File: src/rtl/lpfh_pkg.sv
package lpfh_pkg;

  localparam int unsigned CfgIndexWidth = 3;
  localparam int unsigned CfgDataWidth  = 16;

  localparam logic [CfgIndexWidth-1:0] REG_MIN_LENGTH      = 3'd0;
  localparam logic [CfgIndexWidth-1:0] REG_MAX_LENGTH      = 3'd1;
  localparam logic [CfgIndexWidth-1:0] REG_FRAME_TYPE      = 3'd2;
  localparam logic [CfgIndexWidth-1:0] REG_HUNT_TIMEOUT    = 3'd3;
  localparam logic [CfgIndexWidth-1:0] REG_PAYLOAD_TIMEOUT = 3'd4;

  localparam logic [15:0] MIN_LENGTH_RESET      = 16'd28;
  localparam logic [15:0] MAX_LENGTH_RESET      = 16'd188;
  localparam logic [7:0]  FRAME_TYPE_RESET      = 8'd1;
  localparam logic [15:0] HUNT_TIMEOUT_RESET    = 16'd2000;
  localparam logic [15:0] PAYLOAD_TIMEOUT_RESET = 16'd2000;

  localparam logic OP_BYTE = 1'b0;
  localparam logic OP_TICK = 1'b1;

  typedef struct packed {
    logic [15:0] min_length;
    logic [15:0] max_length;
    logic [7:0]  frame_type;
    logic [15:0] hunt_timeout;
    logic [15:0] payload_timeout;
  } cfg_t;

  typedef struct packed {
    logic        valid;
    logic [7:0]  out_byte;
    logic [15:0] frame_length;
    logic        first;
    logic        last;
    logic        aborted;
  } result_t;

endpackage

File: src/rtl/lpfh_core.sv
module lpfh_core (
  input  logic             clk,
  input  logic             rst,
  input  logic             step,
  input  logic             operation,
  input  logic [7:0]       data_byte,
  input  lpfh_pkg::cfg_t   cfg,
  output lpfh_pkg::result_t res,
  output logic             in_payload
);
  import lpfh_pkg::*;

  logic [7:0]  window_bytes [2];
  logic [1:0]  window_fill;
  logic [15:0] current_length;
  logic [15:0] byte_index;
  logic [15:0] tick_count;

  logic [7:0]  window_bytes_next [2];
  logic [1:0]  window_fill_next;
  logic        in_payload_next;
  logic [15:0] current_length_next;
  logic [15:0] byte_index_next;
  logic [15:0] tick_count_next;

  logic [15:0] limit;
  logic [15:0] tick_inc;
  logic [15:0] index_inc;
  logic [15:0] header_length;
  logic        header_ok;

  always_comb begin
    limit         = in_payload ? cfg.payload_timeout : cfg.hunt_timeout;
    tick_inc      = tick_count + 16'd1;
    index_inc     = byte_index + 16'd1;
    header_length = {window_bytes[0], window_bytes[1]};
    header_ok     = (header_length >= cfg.min_length) && (header_length <= cfg.max_length)
                    && (data_byte == cfg.frame_type);

    window_bytes_next   = window_bytes;
    window_fill_next    = window_fill;
    in_payload_next     = in_payload;
    current_length_next = current_length;
    byte_index_next     = byte_index;
    tick_count_next     = tick_count;

    res.valid        = 1'b0;
    res.out_byte     = data_byte;
    res.frame_length = current_length;
    res.first        = 1'b0;
    res.last         = 1'b0;
    res.aborted      = 1'b0;

    if (operation == OP_TICK) begin
      tick_count_next = tick_inc;
      if (tick_inc >= limit) begin
        if (in_payload) begin
          res.valid    = 1'b1;
          res.out_byte = 8'd0;
          res.aborted  = 1'b1;
        end
        window_bytes_next   = '{8'd0, 8'd0};
        window_fill_next    = 2'd0;
        in_payload_next     = 1'b0;
        current_length_next = 16'd0;
        byte_index_next     = 16'd0;
        tick_count_next     = 16'd0;
      end
    end else if (in_payload) begin
      res.valid       = 1'b1;
      byte_index_next = index_inc;
      if (index_inc >= current_length) begin
        res.last            = 1'b1;
        window_bytes_next   = '{8'd0, 8'd0};
        window_fill_next    = 2'd0;
        in_payload_next     = 1'b0;
        current_length_next = 16'd0;
        byte_index_next     = 16'd0;
        tick_count_next     = 16'd0;
      end
    end else if (window_fill < 2'd2) begin
      window_bytes_next[window_fill[0]] = data_byte;
      window_fill_next                  = window_fill + 2'd1;
    end else if (header_ok) begin
      res.valid         = 1'b1;
      res.first         = 1'b1;
      res.frame_length  = header_length;
      window_bytes_next = '{8'd0, 8'd0};
      window_fill_next  = 2'd0;
      tick_count_next   = 16'd0;
      if (header_length <= 16'd1) begin
        res.last            = 1'b1;
        in_payload_next     = 1'b0;
        current_length_next = 16'd0;
        byte_index_next     = 16'd0;
      end else begin
        in_payload_next     = 1'b1;
        current_length_next = header_length;
        byte_index_next     = 16'd1;
      end
    end else begin
      window_bytes_next[0] = window_bytes[1];
      window_bytes_next[1] = data_byte;
    end
  end

  always_ff @(posedge clk) begin
    if (rst) begin
      window_bytes   <= '{8'd0, 8'd0};
      window_fill    <= 2'd0;
      in_payload     <= 1'b0;
      current_length <= 16'd0;
      byte_index     <= 16'd0;
      tick_count     <= 16'd0;
    end else if (step) begin
      window_bytes   <= window_bytes_next;
      window_fill    <= window_fill_next;
      in_payload     <= in_payload_next;
      current_length <= current_length_next;
      byte_index     <= byte_index_next;
      tick_count     <= tick_count_next;
    end
  end

endmodule

File: src/rtl/length_prefixed_frame_hunter_unit.sv
// Channel  Direction  Payload
// s_*      in         tdata = data_byte; tuser = operation (1 = tick)
// m_*      out        tdata = out_byte, frame_length; tlast = last; tuser = first, aborted
// cfg_*    in         cfg_index selects the register, cfg_data is written when cfg_we is high
//
// An accepted item waits in the input register; its result is loaded into the result register
// when the core steps, which happens while the output is free (m_tvalid low or m_tready high).
// A new item is accepted in every cycle while results are taken; the rate is one item a cycle.
// Reset is synchronous and active high; it restores the register defaults and starts hunting.
// When a result waits with m_tready low, at most one further item waits in the input register before s_tready drops.
module length_prefixed_frame_hunter_unit (
  input  logic                                 clk,
  input  logic                                 rst,
  input  logic                                 s_tvalid,
  output logic                                 s_tready,
  input  logic [7:0]                           s_tdata,   // data_byte[7:0]
  input  logic                                 s_tuser,   // operation
  output logic                                 m_tvalid,
  input  logic                                 m_tready,
  output logic [23:0]                          m_tdata,   // out_byte[7:0], frame_length[23:8]
  output logic                                 m_tlast,
  output logic [1:0]                           m_tuser,   // first[0], aborted[1]
  input  logic                                 cfg_we,
  input  logic [lpfh_pkg::CfgIndexWidth-1:0]   cfg_index,
  input  logic [lpfh_pkg::CfgDataWidth-1:0]    cfg_data
);
  import lpfh_pkg::*;

  cfg_t    cfg;
  result_t res;
  logic    core_in_payload;

  logic       in_valid;
  logic       in_op;
  logic [7:0] in_byte;
  logic       advance;

  always_ff @(posedge clk) begin
    if (rst) begin
      cfg.min_length      <= MIN_LENGTH_RESET;
      cfg.max_length      <= MAX_LENGTH_RESET;
      cfg.frame_type      <= FRAME_TYPE_RESET;
      cfg.hunt_timeout    <= HUNT_TIMEOUT_RESET;
      cfg.payload_timeout <= PAYLOAD_TIMEOUT_RESET;
    end else if (cfg_we) begin
      unique case (cfg_index)
        REG_MIN_LENGTH:      cfg.min_length      <= cfg_data;
        REG_MAX_LENGTH:      cfg.max_length      <= cfg_data;
        REG_FRAME_TYPE:      cfg.frame_type      <= cfg_data[7:0];
        REG_HUNT_TIMEOUT:    cfg.hunt_timeout    <= cfg_data;
        REG_PAYLOAD_TIMEOUT: cfg.payload_timeout <= cfg_data;
        default: ;
      endcase
    end
  end

  assign advance  = in_valid && (!m_tvalid || m_tready);
  assign s_tready = !in_valid || advance;

  always_ff @(posedge clk) begin
    if (rst) begin
      in_valid <= 1'b0;
    end else if (s_tready) begin
      in_valid <= s_tvalid;
    end
  end

  always_ff @(posedge clk) begin
    if (s_tready && s_tvalid) begin
      in_op   <= s_tuser;
      in_byte <= s_tdata;
    end
  end

  lpfh_core u_core (
    .clk        (clk),
    .rst        (rst),
    .step       (advance),
    .operation  (in_op),
    .data_byte  (in_byte),
    .cfg        (cfg),
    .res        (res),
    .in_payload (core_in_payload)
  );

  always_ff @(posedge clk) begin
    if (rst) begin
      m_tvalid <= 1'b0;
    end else if (advance) begin
      m_tvalid <= res.valid;
    end else if (m_tready) begin
      m_tvalid <= 1'b0;
    end
  end

  always_ff @(posedge clk) begin
    if (advance && res.valid) begin
      m_tdata <= {res.frame_length, res.out_byte};
      m_tlast <= res.last;
      m_tuser <= {res.aborted, res.first};
    end
  end

  a_first_not_aborted: assert property (@(posedge clk) disable iff (rst)
    m_tvalid |-> !(m_tuser[0] && m_tuser[1]))
    else $error("first and aborted set on one result");

  a_abort_shape: assert property (@(posedge clk) disable iff (rst)
    (m_tvalid && m_tuser[1]) |-> (m_tdata[7:0] == 8'd0 && !m_tlast))
    else $error("aborted result carries a byte or last");

  a_header_opens_payload: assert property (@(posedge clk) disable iff (rst)
    (m_tvalid && m_tuser[0] && !m_tlast) |-> core_in_payload)
    else $error("frame start shown while the core is hunting");

  a_stall_means_full: assert property (@(posedge clk) disable iff (rst)
    !s_tready |-> (in_valid && m_tvalid))
    else $error("input stalled with a free stage");

endmodule

File: config.mk
export PLATFORM = sky130hd
export DESIGN_NAME = length_prefixed_frame_hunter_unit
export DESIGN_NICKNAME = d
export VERILOG_FILES = /design/src/rtl/lpfh_pkg.sv /design/src/rtl/lpfh_core.sv /design/src/rtl/length_prefixed_frame_hunter_unit.sv
export SDC_FILE = /design/constraint.sdc
export NUM_CORES = 1
export LEC_CHECK = 0
export BUFFER_PORTS_ARGS = -buffer_cell sky130_fd_sc_hd__buf_2
export CAP_MARGIN = 15
export CORE_MARGIN = 2
export CORE_UTILIZATION = 35
export DETAILED_ROUTE_END_ITERATION = 8
export PLACE_DENSITY = 0.63
export SLEW_MARGIN = 20
export SYNTH_ARGS = -nofsm -noshare
export SYNTH_HDL_FRONTEND = slang
export SYNTH_HIERARCHICAL = 1
export SYNTH_SLANG_ARGS = --single-unit
File: constraint.sdc
create_clock -name clk -period 4.81 [get_ports clk]
set_input_delay 0.962 -clock clk [delete_from_list [all_inputs] [get_ports clk]]
set_output_delay 0.962 -clock clk [all_outputs]
set_load 0.02 [all_outputs]
* After elaboration in Yosys (flattened, before gate mapping)
Cells that the tools add are included.
** Storage, ports and cells
- Register bits :: 177
- Bits of input ports :: 33
- Output and inout bits :: 29
** Cells by class
- Add/subtract/negate cells :: 3
- Magnitude comparators :: 8
- Equality and inequality tests :: 8
- Mux-type cells :: 56
- Bitwise logic cells :: 1
- Reduce and logical (&&, ||, !) cells :: 27
** Operators with widths (count)
- 16-bit two-way mux :: 22
- 18-bit two-way mux :: 3
- 16-bit greater-or-equal comparator :: 3
- 16-bit by 1-bit adder with 16-bit output, second input constant :: 2
- 1-bit two-way mux :: 18
- 9-bit two-way mux :: 2
- 17-bit two-way mux :: 1
- 16-bit bitwise mux :: 1
- 16-bit by 1-bit less-or-equal comparator with 1-bit output, second input constant :: 1
- 16-bit less-or-equal comparator :: 1
- 8-bit two-way mux :: 2
- 2-bit AND reduction :: 7
- 2-bit two-way mux :: 6
- 4-bit AND reduction :: 3
- 8-bit demux with 1-bit select :: 1
- 8-bit equality test :: 1
- 3-bit by 2-bit equality test with 1-bit output, second input constant :: 2
- 1-bit logical AND :: 6
- 5-bit AND reduction :: 1
- 4-bit nonzero test :: 1
- 3-bit by 1-bit equality test with 1-bit output, second input constant :: 1
- 3-bit equality test, second input constant :: 1
- 3-bit zero test :: 1
- 3-bit by 2-bit != test with 1-bit output, second input constant :: 1
- 13 further kinds :: 15

* Longest topological paths before layout
Gate-level depths: netlist of run 1.
- Depth in word-level cells :: 9
- Depth in mapped cells :: 17

* Hierarchy
The synthesis of run 1 kept the hierarchy.
** Modules (own cells, without submodules)
- lpfh_core :: instances 1, cells each 682, area each 5475.3 µm², sequential area each 1341.3 µm²
- length_prefixed_frame_hunter_unit :: instances 1, cells each 317, area each 4058.9 µm², sequential area each 2562.5 µm²

* Worst setup path after synthesis of run 1
Ideal clock, no wire load.
- Path kind :: reg2reg
- Start :: register u_core.byte_index[0]
- End :: register u_core.tick_count[5]
- Library setup time :: 0.117 ns
- Arrival :: 3.719 ns
- Data required time :: 4.693 ns
- Slack :: 0.974 ns
- Stages on the path, launching flop included :: 17
- Path buffers :: 1
- Period minus slack after synthesis :: 3.836 ns
- Cell sequence :: dfxtp_1 -> ha_1 -> nand3_1 -> or2_2 -> or3_1 -> nor2_1 -> nand3_1 -> xnor2_1 -> ha_1 -> o21a_1 -> nor2_1 -> o31ai_1 -> nand2b_1 -> clkbuf_1 -> o21ai_2 -> or3_1 -> a32o_1
** On the way
- Word-level cells in the longest chain between the ends :: 4
** RTL lines
- start: declaration :: RTL line lpfh_core.sv:16 : logic [15:0] byte_index;
- start signal: assignment :: RTL line lpfh_core.sv:120 : byte_index <= byte_index_next;
- 16-bit by 1-bit adder with 16-bit output :: RTL line lpfh_core.sv:35 : index_inc = byte_index + 16'd1;
- 16-bit greater-or-equal comparator :: RTL line lpfh_core.sv:72 : if (index_inc >= current_length) begin
- 3-bit != test (no source line)
- 4-bit AND reduction (no source line)
- end signal: assignment :: RTL line lpfh_core.sv:121 : tick_count <= tick_count_next;
- end: declaration :: RTL line lpfh_core.sv:17 : logic [15:0] tick_count;
Every way passes these cells.
A chain may end at the register's enable or synchronous reset.

* Worst setup path after layout of run 1
- Start :: register u_core.tick_count[0]
- End :: register u_core.window_bytes (netlist bit u_core/header_length[0])
** On the way
- Word-level cells in the longest chain between the ends :: 4
** RTL lines
- 16-bit by 1-bit adder with 16-bit output :: RTL line lpfh_core.sv:34 : tick_inc = tick_count + 16'd1;
- 16-bit greater-or-equal comparator :: RTL line lpfh_core.sv:56 : if (tick_inc >= limit) begin
- 2-bit by 1-bit != test with 1-bit output (no source line)
- 3-bit AND reduction (no source line)
- end signal: assignment :: RTL line lpfh_core.sv:109 : window_bytes <= '{8'd0, 8'd0};
- end signal: assignment :: RTL line lpfh_core.sv:116 : window_bytes <= window_bytes_next;
- end: declaration :: RTL line lpfh_core.sv:13 : logic [7:0] window_bytes [2];
Every way passes these cells.

==> flow_metrics.tcl, run 1 <==
set metrics [dict create \
    die_area_um2 28600 \
    worstSkewPairLatency_ps 450 \
    slowest_stage "a21oi_1" \
    skew_ps 14.8 \
    dr_total_vias 7453 \
    multi_input_area_um2 5170 \
    synthCells 999 \
    die_x_um 169 \
    slew_viol_final 0 \
    synth_cell_types 80 \
    remaining_drc_errors 0 \
    slowest_delay_ps 580 \
    grt.total_usage_pct 17.1 \
    regToRegSetupSlack_ps 480 \
    hpwl_um 17600 \
    hold_depth 2 \
    antenna_found_initial 0 \
    avgViaCountPerCell 5.33 \
    grtUsageMet3_pct 2.85 \
    grt_max_degree 101 \
    postCtsSetupBuffers 0 \
    required_ps 5200 \
    holdBufCountCts 0 \
    slew_headroom_pct 27.5 \
    io_pins 62 \
    ff2ff_path_depth 14 \
    wl_per_cell_um 17.4 \
    rsz0062_at_grt "false" \
    antenna_violating_nets_post_route 0 \
    drv_cap 0 \
    area_growth_syn_to_layout_pct 12.5 \
    startpoint_type "flop" \
    clk_pin_slew_ps 80 \
    wirelength_um 24300 \
    synthArstFlopShare_pct 0 \
    final.setup.tns_ps 0 \
    dpl-instance-area_um2 10100 \
    cp_cell_sequence "ha_1, nand3_1, nor2_1, nand3_1, nor2_1, xor2_1, ha_1, nand4_1, nor3_1, a2111oi_2, o2111a_1, a211oi_2, a21oi_1, a22o_1" \
    synth_edf_count 36 \
    drt-pass1-iter-count 5 \
    clockBufferDepth 2 \
    drt_iter0_drc 695 \
    critPathMaxFanout 8 \
    diodes 0 \
    place_congestion 0.838 \
    peakVddDrop_v 0.000158 \
    worstHoldPathType "reg -> reg" \
    synth_top_family_by_area "simple AND/OR/NAND/NOR gates" \
    seqCellArea_um2 3900 \
    cts_made_buffers 17 \
    cts_root_buffer "clkbuf_16" \
    grt_pass1_vias 6988 \
    overflow 0 \
    grt-busiest-layer "met2" \
    cp_data_arrival_time_ps 4710 \
    core_um2 26900 \
    fillers 2675 \
    final_common_cell "dfxtp_1" \
    syn_area_um2 9530 \
    layout_common_cells "141 x dfxtp_1, 93 x mux2i_1, 74 x nand2b_1" \
    port_buffers 61 \
    timing.fmax_mhz 231 \
    syn_nets 1098 \
    status "completed" \
    tightest_slew_ps 1090 \
    met1_usage_pct 25.1 \
    drive_above_1_share_pct 12.0 \
    nNetsFinal 1144 \
    synthAdderAreaFrac_pct 8.66 \
    grt_pass1_wl_um 38600 \
    synth-simple-area-share_pct 18.3 \
    initial_utilization_pct 35.5 \
    ys.flop_type "dfxtp_1" \
    finalCriticalPeriod_ps 4330 \
    numClockSinks 177 \
    final_area_um2 10700 \
    synth_xor_area_share_pct 3.22 \
    seq_area_frac_synth_pct 40.9 \
    cts_tree "built" \
    hold_viol_final 0 \
    yosys_warnings 6 \
    h-tree-depth 4 \
    synth_compound_area_share_pct 14.1 \
    cellLeakagePower_uw 0.00435 \
    muxShareOfSynthArea_pct 10.0 \
    cts_resized 0 \
    path_class "reg -> reg" \
    power_density_nw_per_um2 296 \
    finalSetupViolCount 0 \
    grt_use_met2_pct 26.4 \
    cp-end-kind "flop" \
    post-route-util_pct 39.9 \
    finalCritPeriodShare_pct 89.9 \
    ys_ff_latch 177 \
    die_h_um 169 \
    core.rowCount 60 \
    syn_area_per_cell_um2 9.54 \
]
==> state kept, by name, indices dropped and copies added (netlist names) <==
register	count
in_op	1
u_core/current_length	16
m_tlast	1
m_tuser	2
u_core/tick_count	16
m_tvalid	1
m_tdata	24
u_core/header_length	16
cfg	72
u_core/in_payload	1
in_valid	1
u_core/window_fill	2
u_core/byte_index	16
in_byte	8
==> cells in the mapped netlist (3+ instances only) <==
master | number | share of area [%]
nand3_1 | 22 | 1.2
o311ai_1 | 5 | 0.46
ha_1 | 66 | 8.7
and2_1 | 3 | 0.20
buf_6 | 3 | 0.35
o21a_1 | 3 | 0.24
or3_1 | 4 | 0.26
xnor2_1 | 18 | 1.7
edfxtp_1 | 36 | 11
xor2_1 | 17 | 1.6
o2111ai_1 | 3 | 0.28
o21ai_0 | 40 | 2.1
a221oi_1 | 9 | 0.83
nor2b_1 | 9 | 0.59
nand2b_1 | 74 | 4.9
o211ai_1 | 8 | 0.63
nand2_1 | 73 | 2.9
a21oi_1 | 44 | 2.3
a31o_1 | 4 | 0.37
mux2i_1 | 93 | 9.8
dfxtp_1 | 141 | 30
a22o_1 | 14 | 1.3
o21ai_1 | 10 | 0.52
nor3_1 | 13 | 0.68
buf_2 | 12 | 0.63
nor2_1 | 69 | 2.7
nor4_1 | 7 | 0.46
inv_1 | 58 | 2.3
o31ai_1 | 5 | 0.39
a211oi_1 | 5 | 0.39
nand3b_1 | 3 | 0.24
clkbuf_1 | 31 | 1.2
nand4_1 | 24 | 1.6
o211a_1 | 7 | 0.73
and3_1 | 10 | 0.66
==> metal layers <==
layer | routed length [um] | share of wire, % | vias to the layer above
met5 | 0 | 0 | -
met4 | 168 | 0.69 | 0
met3 | 979 | 4.0 | 15
met2 | 10800 | 44 | 170
met1 | 12400 | 51 | 3594
li1 | - | - | 3674
==> logic make-up after synthesis <==
logic type | count (synthesis)
xor gates and xnor gates | 35
adders and majority gates | 66
AOI/OAI and AO/OA | 188
buffers and inverters | 108
muxes | 95
DFF | 177
and+or+nand+nor | 330
==> report_power, final <==
part	internal [uW]	switching, uW
logic	83.1	136
clock network	697	694
registers	1530	28.5
total	2310	859
==> path summary, 6_finish.rpt <==
| kind | to | startpoint |
|---|---|---|
| min reg2reg | u_core/current_length[10] | u_core/current_length[10] |
| max | u_core/header_length[0] | u_core/tick_count[0] |
| max reg2reg | u_core/header_length[0] | u_core/tick_count[0] |
| min | u_core/current_length[10] | u_core/current_length[10] |
==> area by class of cell <==
class	count	area share (%)
flip-flops and latches	177	36.4
clock inverters	15	1.48
repair buffers	76	3.92
multi-input cells	714	48.2
well taps	341	3.98
clock buffers	17	3.96
inverters	59	2.06
==> through the flow <==
step / worst slack (ps) / instances / total power, uW / hold slack, ps
global placement: 638 / 1367 / 1810 / 460
global route: 128 / 1399 / 3280 / 491
CTS: 527 / 1399 / 3190 / 475
finish: 485 / 1399 / 3170 / 475
detailed placement: 543 / 1367 / 1810 / 465
floorplan: 974 / 999 / 1740 / 447
==> critical path, delay by kind of cell (launching register included) <==
family                   cells  cell delay (ps)
AO/OA/AOI/OAI                5             1890
adder cells (fa/ha/maj)      2              530
AND/OR/NAND/NOR              6             1200
flip-flops                   1              410
XOR/XNOR                     1              240
Power figures use the tool's default switching activity.
==> inputs of run 2 (changes only) <==
--- a/config.mk
+++ b/config.mk
@@ -9,10 +9,10 @@
 export CAP_MARGIN = 15
 export CORE_MARGIN = 2
 export CORE_UTILIZATION = 35
+export CTS_CLUSTER_DIAMETER = 150
 export DETAILED_ROUTE_END_ITERATION = 8
 export PLACE_DENSITY = 0.63
 export SLEW_MARGIN = 20
 export SYNTH_ARGS = -nofsm -noshare
 export SYNTH_HDL_FRONTEND = slang
-export SYNTH_HIERARCHICAL = 1
 export SYNTH_SLANG_ARGS = --single-unit
==> flow_metrics.tcl, run 2 <==
set metrics [dict create \
    syn_nets 1144 \
    layout_common_cells "202 x nand2_1, 141 x dfxtp_1, 117 x a21oi_1" \
    core_um2 25800 \
    cts_root_buffer "clkbuf_16" \
    slowest_delay_ps 510 \
    final.setup.tns_ps 0 \
    ys.flop_type "dfxtp_1" \
    area_growth_syn_to_layout_pct 13.1 \
    cts_resized 0 \
    cellLeakagePower_uw 0.00400 \
    tightest_slew_ps 963 \
    hold_viol_final 0 \
    io_pins 62 \
    skew_ps 10.6 \
    drt_iter0_drc 491 \
    rsz0062_at_grt "false" \
    critPathMaxFanout 8 \
    drv_cap 0 \
    ff2ff_path_depth 13 \
    overflow 0 \
    die_area_um2 27400 \
    avgViaCountPerCell 5.25 \
    synthArstFlopShare_pct 0 \
    peakVddDrop_v 0.000244 \
    remaining_drc_errors 0 \
    antenna_found_initial 0 \
    wirelength_um 24100 \
    worstSkewPairLatency_ps 440 \
    fin_ws_ps 549 \
    clk_pin_slew_ps 70 \
    cp-end-kind "flop" \
    port_buffers 61 \
    seq_area_frac_synth_pct 42.7 \
    slowest_stage "nor3_2" \
    die_h_um 166 \
    muxShareOfSynthArea_pct 4.98 \
    timing.fmax_mhz 235 \
    wl_per_cell_um 16.8 \
    largest_reg_flops 72 \
    cp_cell_sequence "ha_1, and3_1, and3_1, nand4_1, nor2_1, xor2_1, ha_1, nand4_1, a2111o_1, o211a_1, nor3_2, a21oi_1, a22o_1" \
    holdBufCountCts 0 \
    total_power_uw 3200 \
    worstHoldPathType "reg -> reg" \
    synthCells 1045 \
    startpoint_type "flop" \
    syn_area_um2 9150 \
    ys_ff_latch 177 \
    syn_area_per_cell_um2 8.75 \
    grt_pass1_wl_um 38700 \
    largestRegisters "cfg x72, m_tdata x24" \
    grt_max_degree 54 \
    yosys_warnings 0 \
    diodes 0 \
    cts_made_buffers 17 \
    core.rowCount 59 \
    final_common_cell "nand2_1" \
    path_class "reg -> reg" \
    regToRegSetupSlack_ps 550 \
    slew_headroom_pct 35.3 \
    nNetsFinal 1184 \
    synth_compound_area_share_pct 16.0 \
    grt_pass1_vias 7088 \
    finalCriticalPeriod_ps 4260 \
    pre_cts_slack_ps 643 \
    finalSetupViolCount 0 \
    antenna_violating_nets_post_route 0 \
    synthTopCellsByArea "dfxtp_1 31%, edfxtp_1 12%, ha_1 9.0%" \
    cp_data_arrival_time_ps 4600 \
    numClockSinks 177 \
    synth_edf_count 36 \
    initial_utilization_pct 35.4 \
    synth.most_common_cell "nand2_1" \
    synth_top_family_by_area "simple AND/OR/NAND/NOR gates" \
    cts_tree "built" \
    place_congestion 0.831 \
    status "completed" \
    grt.total_usage_pct 17.6 \
    slew_viol_final 0 \
    h-tree-depth 4 \
    synth-simple-area-share_pct 19.1 \
    yosys-top-cells-count "202 x nand2_1, 141 x dfxtp_1, 118 x a21oi_1, 66 x ha_1, 60 x inv_1" \
    die_x_um 166 \
    hpwl_um 17100 \
    required_ps 5140 \
    postCtsSetupBuffers 0 \
    yosys.area.top_type "dfxtp_1" \
    hold_depth 2 \
    dr_total_vias 7530 \
    synthAdderAreaFrac_pct 9.03 \
    synth_xor_area_share_pct 3.45 \
    drt-pass1-iter-count 5 \
    drive_above_1_share_pct 11.7 \
    finalCritPeriodShare_pct 88.6 \
    power_density_nw_per_um2 309 \
    synth_cell_types 67 \
    clockBufferDepth 2 \
    regMostFlops "cfg" \
    synth.top_cell.area_share_pct 30.9 \
]
==> run 2: cell types whose count changed after synthesis, sizes merged, moves of 9 or more <==
cell / change
mux2: +10
clkbuf: +12
and2: +12
buf: -9
mux2i: -61
a21oi: +74
nand2b: -71
nand2: +130
nor2: -28
==> run 2: path summary, 6_finish.rpt <==
check	startpoint	end
max	u_core.tick_count[0]	u_core.header_length[4]
min reg2reg	cfg[41]	cfg[41]
min	cfg[41]	cfg[41]
max reg2reg	u_core.tick_count[0]	u_core.header_length[4]
==> run 2: cells by family (layout without fill, tap and decap cells) <==
group / count (synthesis) / in the layout
adder cells (fa/ha/maj): 66 / 66
multiplexers: 44 / 44
flip-flops: 177 / 177
XOR/XNOR: 36 / 36
AND/OR/NAND/NOR: 371 / 371
buffers and inverters: 113 / 166
AO/OA/AOI/OAI: 238 / 238
==> run 2: routing by layer <==
layer / global-route usage, % / part of all wire, % / up-vias
met5: 0 / 0 / -
met4: 4.80 / 1.4 / 0
met3: 3.27 / 4.7 / 28
met2: 27.5 / 46 / 180
met1: 24.9 / 48 / 3556
li1: - / - / 3766
==> run 2: cell type report <==
type,instances,area (um^2)
tap,335,419
inverter,61,229
fill,2633,15500
clock inverter,13,150
clock buffer,19,433
timing repair buffer,73,410
sequential,177,3900
multi-input combinational,755,4800
==> run 2: power by group <==
group / internal (uW) / switching [uW]
sequential: 1530 / 27.0
clock: 778 / 635
combinational: 73.2 / 149
==> run 2: through the flow <==
| stage | cell area (um^2) | instances | hold slack (ps) | utilization (%) |
|---|---|---|---|---|
| finish | 10300 | 1433 | 456 | 40.1 |
| global route | 10300 | 1433 | 468 | 40.1 |
| CTS | 10300 | 1433 | 456 | 40.1 |
| detailed placement | 9770 | 1401 | 447 | 37.8 |
| global placement | 9770 | 1401 | 441 | 37.8 |
| floorplan | 9150 | 1045 | 433 | - |
==> run 2: worst max-delay path, delay by kind of cell, from the launching register on <==
kind	cells	cell delay (ps)
and+or+nand+nor	6	1560
xor gates and xnor gates	1	270
adders and majority gates	2	470
DFF	1	430
AOI/OAI and AO/OA	4	1430
==> inputs of run 3 (changes only) <==
--- a/config.mk
+++ b/config.mk
@@ -5,13 +5,13 @@
 export SDC_FILE = /design/constraint.sdc
 export NUM_CORES = 1
 export LEC_CHECK = 0
-export BUFFER_PORTS_ARGS = -buffer_cell sky130_fd_sc_hd__buf_2
 export CAP_MARGIN = 15
 export CORE_MARGIN = 2
 export CORE_UTILIZATION = 35
 export CTS_CLUSTER_DIAMETER = 150
 export DETAILED_ROUTE_END_ITERATION = 8
-export PLACE_DENSITY = 0.63
+export DONT_BUFFER_PORTS = 1
+export PLACE_DENSITY = 0.61
 export SLEW_MARGIN = 20
 export SYNTH_ARGS = -nofsm -noshare
 export SYNTH_HDL_FRONTEND = slang
==> flow_metrics.tcl, run 3 (synthesis gave the netlist of run 2 again) <==
set metrics [dict create \
    seq_power_share_pct 48.1 \
    rsz0062_at_grt "false" \
    layout_common_cells "202 x nand2_1, 141 x dfxtp_1, 117 x a21oi_1" \
    place_congestion 0.842 \
    drv_cap 0 \
    fin_ws_ps 630 \
    grt_pass1_vias 6724 \
    timing.fmax_mhz 239 \
    grt_pass1_wl_um 38000 \
    pre_cts_slack_ps 707 \
    cp_cell_sequence "ha_1, and3_1, and3_1, nand4_1, nor2_1, xor2_1, ha_1, nand4_1, a2111o_1, o211a_1, nor3_2, a21oi_1, a22o_1" \
    hold_viol_final 0 \
    drt_iter0_drc 540 \
    skew_ps 11.4 \
    holdBufCountCts 0 \
    largestRegisters "cfg x72, m_tdata x24" \
    slowest_delay_ps 470 \
    drive_above_1_share_pct 6.28 \
    finalCritPeriodShare_pct 86.9 \
    largest_reg_flops 72 \
    status "completed" \
    cellLeakagePower_uw 0.00378 \
    port_buffers 0 \
    path_class "reg -> reg" \
    slew_viol_final 0 \
    numClockSinks 177 \
    core_um2 25800 \
    critPathMaxFanout 8 \
    dpl.cell_count 1338 \
    cts_tree "built" \
    dr_total_vias 7292 \
    required_ps 5130 \
    cts_made_buffers 17 \
    hpwl_um 16900 \
    finalSetupViolCount 0 \
    antenna_violating_nets_post_route 0 \
    core.rowCount 59 \
    startpoint_type "flop" \
    h-tree-depth 4 \
    die_x_um 166 \
    grt_max_degree 102 \
    avgViaCountPerCell 5.32 \
    p_int_uw 2480 \
    antenna_found_initial 1 \
    slowest_stage "nor3_2" \
    slew_headroom_pct 29.5 \
    switchingPower_uw 765 \
    final_common_cell "nand2_1" \
    p_comb_share_pct 5.5 \
    cts_resized 0 \
    overflow 0 \
    cp_data_arrival_time_ps 4510 \
    final_cell_count_no_fill 1370 \
    die_area_um2 27400 \
    clockBufferDepth 2 \
    wirelength_um 23500 \
    final.setup.tns_ps 0 \
    peakVddDrop_v 0.000219 \
    area_growth_syn_to_layout_pct 10.1 \
    initial_utilization_pct 35.4 \
    drt-pass1-iter-count 5 \
    nNetsFinal 1121 \
    cp-end-kind "flop" \
    postCtsSetupBuffers 0 \
    wl_per_cell_um 17.1 \
    remaining_drc_errors 0 \
    clockPowerShare_pct 46.4 \
    io_pins 62 \
    cts_root_buffer "clkbuf_16" \
    power_density_nw_per_um2 322 \
    tightest_slew_ps 1060 \
    worstSkewPairLatency_ps 440 \
    switching_share_pct 23.6 \
    finalCriticalPeriod_ps 4180 \
    clk_pin_slew_ps 70 \
    regMostFlops "cfg" \
    die_h_um 166 \
    grt.total_usage_pct 17.3 \
    worstHoldPathType "reg -> reg" \
    diodes 0 \
]
-- run 3: changes by cell type in the layout (fill, tap and decap cells not counted) --
| cell | before | now |
|---|---|---|
| buf_2 | 60 | 0 |
| buf_4 | 12 | 9 |
| bufinv_16 | 2 | 4 |
| inv_4 | 2 | 0 |
| inv_6 | 4 | 3 |
| inv_8 | 1 | 2 |
-- run 3: power by group through the flow --
| stage | sequential [uW] | combinational [uW] | clock (uW) |
|---|---|---|---|
| after floorplan | 1580 | 149 | 0 |
| after global placement | 1590 | 174 | 0 |
| after detailed placement | 1600 | 177 | 0 |
| after CTS | 1560 | 178 | 1540 |
| after global routing | 1560 | 202 | 1600 |
| final | 1560 | 179 | 1510 |
-- run 3: per-stage QoR --
step	power (uW)	util [%]	hold WS, ps	instance area, um^2
2_1_floorplan	1730	-	433	9150
3_3_place_gp	1770	36.5	436	9440
3_5_place_dp	1770	36.5	442	9440
4_1_cts	3280	39.0	452	10100
5_1_grt	3370	39.0	471	10100
6_report	3250	39.0	454	10100
-- run 3: area by class of cell --
| cell class | count | area [um^2] |
|---|---|---|
| clock buffer | 19 | 433 |
| clock inverter | 13 | 200 |
| fill | 2645 | 15800 |
| inverter | 61 | 229 |
| multi-input combinational | 755 | 4800 |
| sequential | 177 | 3900 |
| tap | 335 | 419 |
| timing repair buffer | 10 | 87.6 |
-- run 3: worst paths after layout --
check / startpoint / to / slack (ps) / cells past startpoint
setup / recovery: u_core.tick_count[0] / u_core.header_length[7] / 630 / 13
hold / removal: cfg[48] / cfg[48] / 450 / 2
setup reg to reg: u_core.tick_count[0] / u_core.header_length[7] / 630 / 13
hold reg to reg: cfg[48] / cfg[48] / 450 / 2
-- run 3: worst max-delay path, delay by kind of cell, from the launching register on --
kind	cells	cell delay, ps
and+or+nand+nor	6	1520
AOI/OAI and AO/OA	4	1380
adders and majority gates	2	480
DFF	1	440
xor gates and xnor gates	1	260
-- run 3: routing by layer --
metal  global-route usage (%)  up-vias  wire, um
met2                     26.1      176     10500
met1                     24.9     3445     11300
met3                     3.85       26      1290
met4                     4.84        2       314
li1                         -     3643         -
met5                        0        -        13
